`config.mk`:
```
export PLATFORM = sky130hd
export DESIGN_NAME = go_back_n_send_window
export DESIGN_NICKNAME = d
export VERILOG_FILES = /design/src/hw/rtl/gbnsw_pkg.sv /design/src/hw/rtl/gbnsw_front.sv /design/src/hw/rtl/gbnsw_cmd_fifo.sv /design/src/hw/rtl/gbnsw_back.sv /design/src/hw/rtl/go_back_n_send_window.sv
export VERILOG_INCLUDE_DIRS = /design/src /design/src/hw/rtl
export SDC_FILE = /design/constraint.sdc
export NUM_CORES = 2
export LEC_CHECK = 0
export BUFFER_PORTS_ARGS = -buffer_cell sky130_fd_sc_hd__buf_2
export CAP_MARGIN = 30
export CORE_MARGIN = 2
export CORE_UTILIZATION = 62
export CTS_CLUSTER_DIAMETER = 120
export DETAILED_ROUTE_END_ITERATION = 8
export PLACE_DENSITY_LB_ADDON = 0.12
export SETUP_SLACK_MARGIN = 0.05
export SYNTH_ARGS = -nofsm -noshare
export SYNTH_HDL_FRONTEND = slang
export SYNTH_SLANG_ARGS = --single-unit
```
`constraint.sdc`:
```
create_clock -name clk -period 10.24 [get_ports clk]
set_input_delay 2.048 -clock clk [delete_from_list [all_inputs] [get_ports clk]]
set_output_delay 2.048 -clock clk [all_outputs]
set_load 0.05 [all_outputs]
```
`src/hw/rtl/go_back_n_send_window_macros.svh`:
```
// go_back_n_send_window_macros.svh: assertion macros for the send window rtl
// used by go_back_n_send_window.sv; no other dependencies
`ifndef GO_BACK_N_SEND_WINDOW_MACROS_SVH
`define GO_BACK_N_SEND_WINDOW_MACROS_SVH

`ifndef SYNTH

// same-cycle implication, disabled while reset is asserted
`define GBNSW_ASSERT_IMPL(lbl, clk, rst_n, ante, cons) \
	lbl: assert property (@(posedge clk) disable iff (!(rst_n)) (ante) |-> (cons)) \
		else $error("send window assertion failed");

// next-cycle implication, disabled while reset is asserted
`define GBNSW_ASSERT_NEXT(lbl, clk, rst_n, ante, cons) \
	lbl: assert property (@(posedge clk) disable iff (!(rst_n)) (ante) |=> (cons)) \
		else $error("send window assertion failed");

`else

`define GBNSW_ASSERT_IMPL(lbl, clk, rst_n, ante, cons)
`define GBNSW_ASSERT_NEXT(lbl, clk, rst_n, ante, cons)

`endif

`endif

```
`src/hw/rtl/gbnsw_pkg.sv`:
```
// gbnsw_pkg: shared types, codes and widths of the go-back-n send window
// no dependencies
`default_nettype none

package gbnsw_pkg;

	// field widths
	localparam int unsigned OPCODE_W  = 2;
	localparam int unsigned CHAN_W    = 10;
	localparam int unsigned SEQ_W     = 32;
	localparam int unsigned PTYPE_W   = 8;
	localparam int unsigned LEN_W     = 16;
	localparam int unsigned ADDR_W    = 32;
	localparam int unsigned STATUS_W  = 3;
	localparam int unsigned OUTST_W   = 5;

	// stream widths, padded to whole bytes
	localparam int unsigned IN_FIELDS_W  = CHAN_W + SEQ_W + PTYPE_W + LEN_W + ADDR_W;
	localparam int unsigned IN_TDATA_W   = ((IN_FIELDS_W + 7) / 8) * 8;
	localparam int unsigned IN_PAD_W     = IN_TDATA_W - IN_FIELDS_W;
	localparam int unsigned OUT_FIELDS_W = STATUS_W + CHAN_W + SEQ_W + PTYPE_W + LEN_W
		+ ADDR_W + OUTST_W;
	localparam int unsigned OUT_TDATA_W  = ((OUT_FIELDS_W + 7) / 8) * 8;
	localparam int unsigned OUT_PAD_W    = OUT_TDATA_W - OUT_FIELDS_W;

	// defaults
	localparam int unsigned DEFAULT_WINDOW_DEPTH = 16;
	localparam int unsigned CMD_FIFO_DEPTH       = 2;
	localparam logic [PTYPE_W-1:0] ACK_TYPE_RESET = 8'd1;

	// input opcodes
	localparam logic [OPCODE_W-1:0] OP_ENQ    = 2'd0;
	localparam logic [OPCODE_W-1:0] OP_ACK    = 2'd1;
	localparam logic [OPCODE_W-1:0] OP_TMO    = 2'd2;
	localparam logic [OPCODE_W-1:0] OP_UNUSED = 2'd3;

	// classified commands between front and back
	localparam logic [1:0] CMD_ENQ     = 2'd0;
	localparam logic [1:0] CMD_ACK     = 2'd1;
	localparam logic [1:0] CMD_ACK_IGN = 2'd2;
	localparam logic [1:0] CMD_TMO     = 2'd3;

	// status codes
	localparam logic [STATUS_W-1:0] STAT_ACCEPTED = 3'd0;
	localparam logic [STATUS_W-1:0] STAT_DROPPED  = 3'd1;
	localparam logic [STATUS_W-1:0] STAT_RETIRED  = 3'd2;
	localparam logic [STATUS_W-1:0] STAT_IGNORED  = 3'd3;
	localparam logic [STATUS_W-1:0] STAT_EMPTY    = 3'd4;

	// result kinds
	localparam logic KIND_STATUS = 1'b0;
	localparam logic KIND_DESC   = 1'b1;

	typedef struct packed {
		logic [ADDR_W-1:0]  buf_addr;
		logic [LEN_W-1:0]   len;
		logic [PTYPE_W-1:0] ptype;
		logic [SEQ_W-1:0]   seq;
		logic [CHAN_W-1:0]  chan;
	} desc_t;

	typedef struct packed {
		logic [1:0] kind;
		desc_t      desc;
	} cmd_t;

endpackage

`default_nettype wire

```
`src/hw/rtl/gbnsw_front.sv`:
```
// gbnsw_front: input transfer, ack code register and command classification
// depends on gbnsw_pkg
`default_nettype none

module gbnsw_front
	import gbnsw_pkg::*;
(
	input  wire logic                  clk,
	input  wire logic                  arst_n,
	input  wire logic                  s_tvalid,
	output logic                       s_tready,
	input  wire logic [IN_TDATA_W-1:0] s_tdata,
	input  wire logic [OPCODE_W-1:0]   s_tuser,
	input  wire logic                  cfg_valid,
	output logic                       cfg_ready,
	input  wire logic [PTYPE_W-1:0]    cfg_data,
	output logic                       push_valid,
	input  wire logic                  push_ready,
	output cmd_t                       push_cmd
);

	logic [PTYPE_W-1:0] ack_code_q;
	logic               v_s1;
	cmd_t               cmd_s1;
	cmd_t               cmd_in;
	logic               accept;

	assign cfg_ready = 1'b1;
	assign s_tready  = !v_s1 || push_ready;
	assign accept    = s_tvalid && s_tready;

	always_comb begin
		cmd_in.desc = desc_t'(s_tdata[IN_FIELDS_W-1:0]);
		case (s_tuser)
			OP_ENQ: cmd_in.kind = CMD_ENQ;
			OP_ACK: cmd_in.kind = (cmd_in.desc.ptype == ack_code_q) ? CMD_ACK : CMD_ACK_IGN;
			OP_TMO: cmd_in.kind = CMD_TMO;
			default: cmd_in.kind = CMD_ENQ;
		endcase
	end

	always_ff @(posedge clk or negedge arst_n) begin
		if (!arst_n) begin
			ack_code_q <= ACK_TYPE_RESET;
		end else if (cfg_valid && cfg_ready) begin
			ack_code_q <= cfg_data;
		end
	end

	// unused opcode is swallowed here
	always_ff @(posedge clk or negedge arst_n) begin
		if (!arst_n) begin
			v_s1 <= 1'b0;
		end else if (accept) begin
			v_s1 <= (s_tuser != OP_UNUSED);
		end else if (push_ready) begin
			v_s1 <= 1'b0;
		end
	end

	always_ff @(posedge clk) begin
		if (accept) begin
			cmd_s1 <= cmd_in;
		end
	end

	assign push_valid = v_s1;
	assign push_cmd   = cmd_s1;

endmodule

`default_nettype wire

```
`src/hw/rtl/gbnsw_cmd_fifo.sv`:
```
// gbnsw_cmd_fifo: short command queue between front and back
// depends on gbnsw_pkg
`default_nettype none

module gbnsw_cmd_fifo
	import gbnsw_pkg::*;
#(
	parameter int unsigned DEPTH = CMD_FIFO_DEPTH
) (
	input  wire logic clk,
	input  wire logic arst_n,
	input  wire logic push_valid,
	output logic      push_ready,
	input  wire cmd_t push_cmd,
	output logic      pop_valid,
	input  wire logic pop,
	output cmd_t      pop_cmd
);

	localparam int unsigned PTR_W = (DEPTH > 1) ? $clog2(DEPTH) : 1;
	localparam int unsigned CNT_W = $clog2(DEPTH + 1);
	localparam logic [PTR_W-1:0] LAST_PTR = PTR_W'(DEPTH - 1);
	localparam logic [CNT_W-1:0] FULL_CNT = CNT_W'(DEPTH);

	cmd_t             mem_q [DEPTH];
	logic [PTR_W-1:0] wr_ptr_q;
	logic [PTR_W-1:0] rd_ptr_q;
	logic [CNT_W-1:0] cnt_q;
	logic             do_push;
	logic             do_pop;

	assign push_ready = (cnt_q != FULL_CNT);
	assign pop_valid  = (cnt_q != '0);
	assign pop_cmd    = mem_q[rd_ptr_q];
	assign do_push    = push_valid && push_ready;
	assign do_pop     = pop && pop_valid;

	always_ff @(posedge clk or negedge arst_n) begin
		if (!arst_n) begin
			wr_ptr_q <= '0;
			rd_ptr_q <= '0;
			cnt_q    <= '0;
		end else begin
			if (do_push) begin
				wr_ptr_q <= (wr_ptr_q == LAST_PTR) ? '0 : wr_ptr_q + 1'b1;
			end
			if (do_pop) begin
				rd_ptr_q <= (rd_ptr_q == LAST_PTR) ? '0 : rd_ptr_q + 1'b1;
			end
			case ({do_push, do_pop})
				2'b10: cnt_q <= cnt_q + 1'b1;
				2'b01: cnt_q <= cnt_q - 1'b1;
				default: cnt_q <= cnt_q;
			endcase
		end
	end

	always_ff @(posedge clk) begin
		if (do_push) begin
			mem_q[wr_ptr_q] <= push_cmd;
		end
	end

endmodule

`default_nettype wire

```
`src/hw/rtl/gbnsw_back.sv`:
```
// gbnsw_back: descriptor ring, head/tail/occupancy and result output register
// depends on gbnsw_pkg
`default_nettype none

module gbnsw_back
	import gbnsw_pkg::*;
#(
	parameter int unsigned WINDOW_DEPTH = DEFAULT_WINDOW_DEPTH,
	localparam int unsigned OCC_W = $clog2(WINDOW_DEPTH + 1)
) (
	input  wire logic                   clk,
	input  wire logic                   arst_n,
	input  wire logic                   cmd_valid,
	output logic                        cmd_pop,
	input  wire cmd_t                   cmd,
	output logic                        m_tvalid,
	input  wire logic                   m_tready,
	output logic [OUT_TDATA_W-1:0]      m_tdata,
	output logic                        m_tuser,
	output logic                        m_tlast,
	output logic [OCC_W-1:0]            occupancy
);

	localparam int unsigned IDX_W = (WINDOW_DEPTH > 1) ? $clog2(WINDOW_DEPTH) : 1;
	localparam logic [IDX_W-1:0] LAST_IDX = IDX_W'(WINDOW_DEPTH - 1);
	localparam logic [OCC_W-1:0] FULL_OCC = OCC_W'(WINDOW_DEPTH);

	localparam logic [1:0] ST_IDLE   = 2'd0;
	localparam logic [1:0] ST_ACK    = 2'd1;
	localparam logic [1:0] ST_REPLAY = 2'd2;

	desc_t              mem [WINDOW_DEPTH];
	desc_t              rd_data_q;
	logic [IDX_W-1:0]   rd_addr;
	logic               wr_en;

	logic [1:0]         state_q, state_d;
	logic [IDX_W-1:0]   head_q, head_d, head_nxt;
	logic [IDX_W-1:0]   tail_q, tail_d, tail_nxt;
	logic [IDX_W-1:0]   ptr_q, ptr_d, ptr_nxt;
	logic [OCC_W-1:0]   occ_q, occ_d;
	logic [OCC_W-1:0]   cnt_q, cnt_d;
	logic [SEQ_W-1:0]   ack_seq_q, ack_seq_d;

	logic               ov_q;
	logic               okind_q;
	logic               olast_q;
	logic [STATUS_W-1:0] ostat_q;
	desc_t              odesc_q;
	logic [OUTST_W-1:0] oocc_q;

	logic               obuf_free;
	logic               load;
	logic               ld_kind;
	logic               ld_last;
	logic [STATUS_W-1:0] ld_stat;
	desc_t              ld_desc;
	logic [OCC_W-1:0]   ld_occ;

	assign obuf_free = !ov_q || m_tready;
	assign head_nxt  = (head_q == LAST_IDX) ? '0 : head_q + 1'b1;
	assign tail_nxt  = (tail_q == LAST_IDX) ? '0 : tail_q + 1'b1;
	assign ptr_nxt   = (ptr_q == LAST_IDX) ? '0 : ptr_q + 1'b1;

	always_comb begin
		cmd_pop   = 1'b0;
		wr_en     = 1'b0;
		rd_addr   = ptr_q;
		state_d   = state_q;
		head_d    = head_q;
		tail_d    = tail_q;
		ptr_d     = ptr_q;
		occ_d     = occ_q;
		cnt_d     = cnt_q;
		ack_seq_d = ack_seq_q;
		load      = 1'b0;
		ld_kind   = KIND_STATUS;
		ld_last   = 1'b1;
		ld_stat   = STAT_ACCEPTED;
		ld_desc   = '0;
		ld_occ    = occ_q;
		case (state_q)
			ST_IDLE: begin
				if (cmd_valid && obuf_free) begin
					cmd_pop = 1'b1;
					case (cmd.kind)
						CMD_ENQ: begin
							load = 1'b1;
							if (occ_q == FULL_OCC) begin
								ld_stat = STAT_DROPPED;
							end else begin
								wr_en  = 1'b1;
								tail_d = tail_nxt;
								occ_d  = occ_q + 1'b1;
								ld_occ = occ_q + 1'b1;
							end
						end
						CMD_ACK_IGN: begin
							load    = 1'b1;
							ld_stat = STAT_IGNORED;
						end
						CMD_ACK: begin
							if (occ_q == '0) begin
								load    = 1'b1;
								ld_stat = STAT_EMPTY;
							end else begin
								// head entry arrives from the ring next cycle
								rd_addr   = head_q;
								ack_seq_d = cmd.desc.seq;
								state_d   = ST_ACK;
							end
						end
						CMD_TMO: begin
							if (occ_q == '0) begin
								load    = 1'b1;
								ld_stat = STAT_EMPTY;
							end else begin
								rd_addr = head_q;
								ptr_d   = head_q;
								cnt_d   = '0;
								state_d = ST_REPLAY;
							end
						end
						default: begin
							load = 1'b0;
						end
					endcase
				end
			end
			ST_ACK: begin
				if (obuf_free) begin
					load    = 1'b1;
					state_d = ST_IDLE;
					if (rd_data_q.seq == ack_seq_q) begin
						ld_stat = STAT_RETIRED;
						head_d  = head_nxt;
						occ_d   = occ_q - 1'b1;
						ld_occ  = occ_q - 1'b1;
					end else begin
						ld_stat = STAT_IGNORED;
					end
				end
			end
			ST_REPLAY: begin
				if (obuf_free) begin
					load    = 1'b1;
					ld_kind = KIND_DESC;
					ld_desc = rd_data_q;
					ld_last = ((cnt_q + 1'b1) == occ_q);
					ptr_d   = ptr_nxt;
					rd_addr = ptr_nxt;
					cnt_d   = cnt_q + 1'b1;
					if (ld_last) begin
						state_d = ST_IDLE;
					end
				end
			end
			default: begin
				state_d = ST_IDLE;
			end
		endcase
	end

	always_ff @(posedge clk or negedge arst_n) begin
		if (!arst_n) begin
			state_q <= ST_IDLE;
			head_q  <= '0;
			tail_q  <= '0;
			ptr_q   <= '0;
			occ_q   <= '0;
			cnt_q   <= '0;
			ov_q    <= 1'b0;
		end else begin
			state_q <= state_d;
			head_q  <= head_d;
			tail_q  <= tail_d;
			ptr_q   <= ptr_d;
			occ_q   <= occ_d;
			cnt_q   <= cnt_d;
			if (load) begin
				ov_q <= 1'b1;
			end else if (m_tready) begin
				ov_q <= 1'b0;
			end
		end
	end

	always_ff @(posedge clk) begin
		ack_seq_q <= ack_seq_d;
		if (load) begin
			okind_q <= ld_kind;
			olast_q <= ld_last;
			ostat_q <= ld_stat;
			odesc_q <= ld_desc;
			oocc_q  <= OUTST_W'(ld_occ);
		end
	end

	// descriptor ring, one write and one registered read port
	always_ff @(posedge clk) begin
		if (wr_en) begin
			mem[tail_q] <= cmd.desc;
		end
		rd_data_q <= mem[rd_addr];
	end

	assign m_tvalid  = ov_q;
	assign m_tuser   = okind_q;
	assign m_tlast   = olast_q;
	assign m_tdata   = {{OUT_PAD_W{1'b0}}, oocc_q, odesc_q.buf_addr, odesc_q.len,
		odesc_q.ptype, odesc_q.seq, odesc_q.chan, ostat_q};
	assign occupancy = occ_q;

endmodule

`default_nettype wire

```
`src/hw/rtl/go_back_n_send_window.sv`:
```
// go_back_n_send_window: top level of the go-back-n sender window
// depends on gbnsw_pkg, gbnsw_front, gbnsw_cmd_fifo, gbnsw_back and the macros header
//
// usage:
//  - s_* carries commands: s_tuser is the opcode (enqueue, ack, timeout), s_tdata
//    the packet descriptor; opcode 3 is taken and dropped without any result
//  - cfg_* writes the ack type code (reset value 1); write it only while idle
//  - m_* carries results: m_tuser is the result kind (status or retransmit
//    descriptor), m_tlast marks the final result of one command
//  - path: m_tvalid rises once the input transfer has passed the front register,
//    then the command queue, then the output register; an ack of the ack type on a
//    non-empty window or a timeout on a non-empty window also waits for the ring read
//  - back end: enqueue, an ack of another type and an ack or timeout on an
//    empty window are finished in the idle state; an ack of the ack type on a
//    non-empty window also passes the ack state, since the head sequence comes from
//    the ring's registered read port; a timeout replays every outstanding
//    descriptor, one ring read per descriptor, before the next command is popped
//  - reset: window empty, head and tail at zero; ring contents are not cleared
//    and need no clearing pass
//  - when m_tready is low the output register holds, the back end stops, the
//    two-entry command queue fills and s_tready drops
`default_nettype none

`include "go_back_n_send_window_macros.svh"

module go_back_n_send_window
	import gbnsw_pkg::*;
#(
	parameter int unsigned WINDOW_DEPTH = DEFAULT_WINDOW_DEPTH
) (
	input  wire logic                   clk,
	input  wire logic                   arst_n,
	// input stream
	input  wire logic                   s_tvalid,
	output logic                        s_tready,
	// [9:0] channel_id, [41:10] seq_number, [49:42] packet_type,
	// [65:50] payload_length, [97:66] buffer_address, rest zero
	input  wire logic [IN_TDATA_W-1:0]  s_tdata,
	// [1:0] opcode
	input  wire logic [OPCODE_W-1:0]    s_tuser,
	// ack type code write
	input  wire logic                   cfg_valid,
	output logic                        cfg_ready,
	input  wire logic [PTYPE_W-1:0]     cfg_data,
	// result stream
	output logic                        m_tvalid,
	input  wire logic                   m_tready,
	// [2:0] status_code, [12:3] out_channel, [44:13] out_seq, [52:45] out_type,
	// [68:53] out_length, [100:69] out_buffer, [105:101] outstanding, rest zero
	output logic [OUT_TDATA_W-1:0]      m_tdata,
	// [0] result_kind
	output logic                        m_tuser,
	// last_of_run
	output logic                        m_tlast
);

	localparam int unsigned OCC_W = $clog2(WINDOW_DEPTH + 1);

	// front to queue
	logic             push_valid;
	logic             push_ready;
	cmd_t             push_cmd;
	// queue to back
	logic             cmd_valid;
	logic             cmd_pop;
	cmd_t             cmd;
	// window fill level, for checking
	logic [OCC_W-1:0] occ;

	gbnsw_front u_front (
		.clk        (clk),
		.arst_n     (arst_n),
		.s_tvalid   (s_tvalid),
		.s_tready   (s_tready),
		.s_tdata    (s_tdata),
		.s_tuser    (s_tuser),
		.cfg_valid  (cfg_valid),
		.cfg_ready  (cfg_ready),
		.cfg_data   (cfg_data),
		.push_valid (push_valid),
		.push_ready (push_ready),
		.push_cmd   (push_cmd)
	);

	gbnsw_cmd_fifo #(
		.DEPTH (CMD_FIFO_DEPTH)
	) u_cmd_fifo (
		.clk        (clk),
		.arst_n     (arst_n),
		.push_valid (push_valid),
		.push_ready (push_ready),
		.push_cmd   (push_cmd),
		.pop_valid  (cmd_valid),
		.pop        (cmd_pop),
		.pop_cmd    (cmd)
	);

	gbnsw_back #(
		.WINDOW_DEPTH (WINDOW_DEPTH)
	) u_back (
		.clk       (clk),
		.arst_n    (arst_n),
		.cmd_valid (cmd_valid),
		.cmd_pop   (cmd_pop),
		.cmd       (cmd),
		.m_tvalid  (m_tvalid),
		.m_tready  (m_tready),
		.m_tdata   (m_tdata),
		.m_tuser   (m_tuser),
		.m_tlast   (m_tlast),
		.occupancy (occ)
	);

	// window never holds more than its depth
	`GBNSW_ASSERT_IMPL(a_occ_bound, clk, arst_n, 1'b1, occ <= OCC_W'(WINDOW_DEPTH))
	// a replayed descriptor always carries the zero status code
	`GBNSW_ASSERT_IMPL(a_desc_status, clk, arst_n, m_tvalid && m_tuser == KIND_DESC,
		m_tdata[STATUS_W-1:0] == STAT_ACCEPTED)
	// a status result is always the only result of its command
	`GBNSW_ASSERT_IMPL(a_status_last, clk, arst_n, m_tvalid && m_tuser == KIND_STATUS,
		m_tlast)
	// window fill level moves by at most one per cycle
	`GBNSW_ASSERT_NEXT(a_occ_step, clk, arst_n, 1'b1,
		occ == $past(occ) || occ == $past(occ) + 1'b1 || occ == $past(occ) - 1'b1)

endmodule

`default_nettype wire
```
==> qor_table.md <==
| Stage | Quantity | Value |
|---|---|---|
| place | Count of input and output buffers | 222 |
| grt | M1 GR Usage | 0.396 |
| synthesis | Most common cell in the synthesized netlist | sky130_fd_sc_hd__edfxtp_1 |
| clocking | # hold bufs at CTS | 0 |
| synthesis | Synthesized cell area | 0.0793 mm2 |
| synthesis | Synthesized area divided by synthesized cell count | 19.1 um2 |
| clocking | Total CTS buffers | 203 |
| synthesis | Leading cell types by count after synthesis | sky130_fd_sc_hd__edfxtp_1, sky130_fd_sc_hd__mux2i_1, sky130_fd_sc_hd__o22ai_1 |
| die | Placeable core region | 0.127 mm2 |
| routing | Detailed router's first-iteration violation count | 4226 |
| grt | Met3 usage in global routing | 0.0416 |
| timing | Min cycle time layout | 6.15 ns |
| timing | Achievable clock frequency | 163 MHz |
| clocking | Insertion delay of the later-clocked pin in the worst-skew pair | 0.83 ns |
| setup path | WP data arrival | 6.84 ns |
| clocking | CTS Root Buffer Type | sky130_fd_sc_hd__clkbuf_16 |
| timing | Setup-failing EPs final | 0 |
| pwr | Leakage component of the power | 32.4 nW |
| setup path | Peak fanout along the critical path | 54 |
| synthesis | Yosys warning total | 0 |
| clocking | Clock tree from TritonCTS | built |
| synthesis | Top FF cell, synth | sky130_fd_sc_hd__edfxtp_1 |
| clocking | Post-CTS repair timing setup buffer count | 0 |
| setup path | Required time of the worst setup path | 10.93 ns |
| routing | Total via count after detailed routing | 40000 |
| clocking | Buffer levels on the longest clock path | 3 |
| synthesis | Area contributors post-synth | sky130_fd_sc_hd__edfxtp_1, sky130_fd_sc_hd__mux2i_1, sky130_fd_sc_hd__o22ai_1 |
| clocking | CTS sink cnt | 2144 |
| grt | Maximum number of pins on one net before global-route repair | 139 |
| die | Die Wd | 362 um |
| flow run | Count of maximum capacitance violations | 0 |
| min path | Worst min-delay path category | reg2reg |
| die | Die area | 0.131 mm2 |
| grt | Initial antenna violation count | 7 |
| min path | Origin of the worst min-delay path | u_front.push_cmd[77] |
| timing | Final Hold Fails | 0 |
| finish | Synth-to-Final Area Change | 12.5% |
| place | Post-detailed-placement half-perimeter wirelength | 88.9 mm |
| routing | First-pass DRT Iterations | 6 |
| grt | Overall global routing resource usage | 0.275 |
| grt | Final global-route overflow total | 0 |
| synthesis | Synthesized flop and latch total | 2144 |
| synthesis | EDFF count, synth | 2008 |
| setup path | R2r startpoint | u_cmd_fifo.rd_ptr_q |
| place | Placed Cells incl. Taps | 5901 |
| die | Die Span Y | 362 um |
| pwr | Power density normalized to cell area | 314 mW/mm2 |
| min path | Depth of the worst hold-timing path | 0 |
| synthesis | Cell type contributing the most total cell area after synthesis | sky130_fd_sc_hd__edfxtp_1 |
| finish | Net count, final | 4586 |
| timing | Total Neg Setup Slack | 0 ns |
| grt | Vias in the first global route | 38700 |
| die | Initial standard-cell utilization of the core | 0.623 |
| clocking | Count of cells resized by post-cts repair | 0 |
| synthesis | Portion of synthesized cell area occupied by the leading cell type | 0.761 |
| place | Gp weighted congestion | 0.804 |
| timing | Worst relative slew slack | 0.231 |
| setup path | Number of cells on the worst reg-to-reg path | 8 |
| timing | Final Max Slew Viols | 0 |
| synthesis | Post-synthesis instance total | 4159 |
| routing | DRC violations left | 0 |
| finish | Ratio of cells with drive above 1 in the final layout | 0.166 |
| setup path | Crit Reg-Reg Endpoint | u_back.mem[5][76] |
| synthesis | Register area share after synthesis | 0.797 |
| timing | Worst-case clock skew | 0.0304 ns |
| grt | Met2 Use GR | 0.447 |
| timing | Unrepaired setup endpoints after global routing | no |
| routing | DR WL/cell | 28.9 um |
| clocking | Count of H-tree levels built during CTS | 4 |
| routing | Ratio of routed vias to standard cells | 6.35 |
| setup path | Crit Path Category | in2reg |
| grt | Wire length of the first global-routing pass | 260 mm |
| timing | Portion of the clock cycle consumed by the worst path in the final layout | 0.601 |
| min path | Hold-critical path endpoint | u_cmd_fifo.mem_q[1][77] |
| finish | Final standard cell count with taps included and fillers excluded | 6293 |
| setup path | Flop2flop setup slack | 5.04 ns |
| status | Status | finished clean |
| grt | Busiest layer in global routing | met2 |
| timing | Slew at the pin with the worst max-slew slack | 1.15 ns |
| clocking | Clock transition at the registers of the reported paths | 0.06 ns |
| setup path | Worst Setup Start Kind | primary input |
| finish | Number of filler instances in the final layout | 7996 |
| pwr | Worst voltage drop across the vdd grid | 0.000384 V |
| die | Boundary Pins | 236 |
| routing | Final antenna-violating net count | 0 |
| routing | Wirelength, routed | 182 mm |
| die | Floorplan row count | 131 |
| synthesis | Number of unique standard cell types used by synthesis | 61 |
| synthesis | Async SR Flop Fraction | 0.0177 |
| setup path | Nature of the critical path endpoint | flop |
[cell usage in the layout (no fill, tap or decap), types with 12 or more instances in the layout]
master                      count
sky130_fd_sc_hd__a21oi_1       14
sky130_fd_sc_hd__clkbuf_16    206
sky130_fd_sc_hd__nor2_1        20
sky130_fd_sc_hd__xnor2_1       14
sky130_fd_sc_hd__clkinv_1      24
sky130_fd_sc_hd__edfxtp_1    2008
sky130_fd_sc_hd__clkbuf_1      51
sky130_fd_sc_hd__clkinv_2      41
sky130_fd_sc_hd__clkbuf_8      37
sky130_fd_sc_hd__o21ai_0       18
sky130_fd_sc_hd__o22ai_1      394
sky130_fd_sc_hd__xor2_1        46
sky130_fd_sc_hd__buf_2        222
sky130_fd_sc_hd__ha_1          16
sky130_fd_sc_hd__dfxtp_1       98
sky130_fd_sc_hd__nor2_4        15
sky130_fd_sc_hd__dfrtp_1       36
sky130_fd_sc_hd__buf_4         66
sky130_fd_sc_hd__inv_1         12
sky130_fd_sc_hd__mux2i_1      785
sky130_fd_sc_hd__mux2_2       111
sky130_fd_sc_hd__nand2_1       41
sky130_fd_sc_hd__and3_1        99
sky130_fd_sc_hd__or4_1         98
sky130_fd_sc_hd__nand3_1       13
[report_power, final]
group,total (mW),internal (mW),leakage [nW],switching (mW)
logic,8.57,2.85,9.54,5.71
clock network,7.39,4.25,3.30,3.14
registers,12.1,11.6,19.6,0.420
total,28.0,18.7,32.4,9.28
[final cells by class]
type	instances	area (um2)	share of cell area
clock inverters	91	827	0.00928
flip-flops and latches	2144	63200	0.709
well taps	1662	2080	0.0233
repair buffers	306	2000	0.0224
clock buffers	294	5860	0.0657
inverters	13	48.8	0.000547
multi-input cells	1782	15100	0.170
diodes	1	2.50	0.0000281
[critical path, cell delays in order]
cell                       delay [ns]
sky130_fd_sc_hd__buf_2           0.10
sky130_fd_sc_hd__nand2b_4        0.54
sky130_fd_sc_hd__nand3b_2        0.43
sky130_fd_sc_hd__clkinv_1        0.37
sky130_fd_sc_hd__a221o_1         0.45
sky130_fd_sc_hd__o31a_1          0.21
sky130_fd_sc_hd__nand3_4         0.50
sky130_fd_sc_hd__buf_4           0.67
sky130_fd_sc_hd__buf_4           0.68
sky130_fd_sc_hd__o22ai_1         0.20
sky130_fd_sc_hd__or4_1           0.50
[worst max path at each step]
stage	from	endpoint	slack, ns
5_1_grt	m_tready	u_back.rd_data_q[57]	3.99
2_1_floorplan	m_tready	u_back.mem[13][0]	2.15
3_5_place_dp	m_tready	u_back.rd_data_q[14]	3.31
6_report	m_tready	u_back.rd_data_q[14]	4.09
4_1_cts	m_tready	u_back.rd_data_q[14]	4.20
3_3_place_gp	m_tready	u_back.rd_data_q[14]	3.37
[flip-flops by register name (all words and copies together), names as in the netlist, 2 cells and up]
| name | cells |
|---|---|
| u_back.occupancy | 5 |
| u_back.cnt_q | 5 |
| u_back.m_tdata | 98 |
| u_back.tail_q | 4 |
| u_front.push_cmd | 100 |
| u_back.ack_seq_q | 32 |
| u_back.head_q | 4 |
| u_back.oocc_q | 5 |
| u_back.state_q | 2 |
| u_back.ptr_q | 4 |
| u_back.mem | 1568 |
| u_front.ack_code_q | 8 |
| u_cmd_fifo.mem_q | 200 |
| u_cmd_fifo.cnt_q | 2 |
| u_back.rd_data_q | 98 |
| u_back.ostat_q | 3 |
[cell families after synthesis]
family	share of synthesized area
adder cells (fa/ha/maj)	0.00268
AO/OA/AOI/OAI	0.0366
other	0.0000947
AND/OR/NAND/NOR	0.0266
flip-flops	0.797
multiplexers	0.115
buffers and inverters	0.0151
XOR/XNOR	0.00663
[stage by stage]
stage / instance area, um2 / setup WS (ns) / hold WS, ns / power [mW] / utilization
floorplan: 79300 / 2.15 / 0.421 / 18.3 / -
global placement: 82300 / 3.37 / 0.422 / 20.5 / 0.647
detailed placement: 82300 / 3.31 / 0.429 / 20.7 / 0.647
CTS: 89000 / 4.20 / 0.433 / 28.1 / 0.700
global route: 89100 / 3.99 / 0.451 / 29.0 / 0.701
finish: 89200 / 4.09 / 0.428 / 28.0 / 0.701
[metal layers]
| metal | share of wire | vias up |
|---|---|---|
| met4 | 0.024 | 2 |
| met2 | 0.49 | 1646 |
| met5 | 0.000088 | - |
| met1 | 0.42 | 20700 |
| met3 | 0.072 | 266 |
| li1 | - | 17300 |
Power figures use the tool's default switching activity.
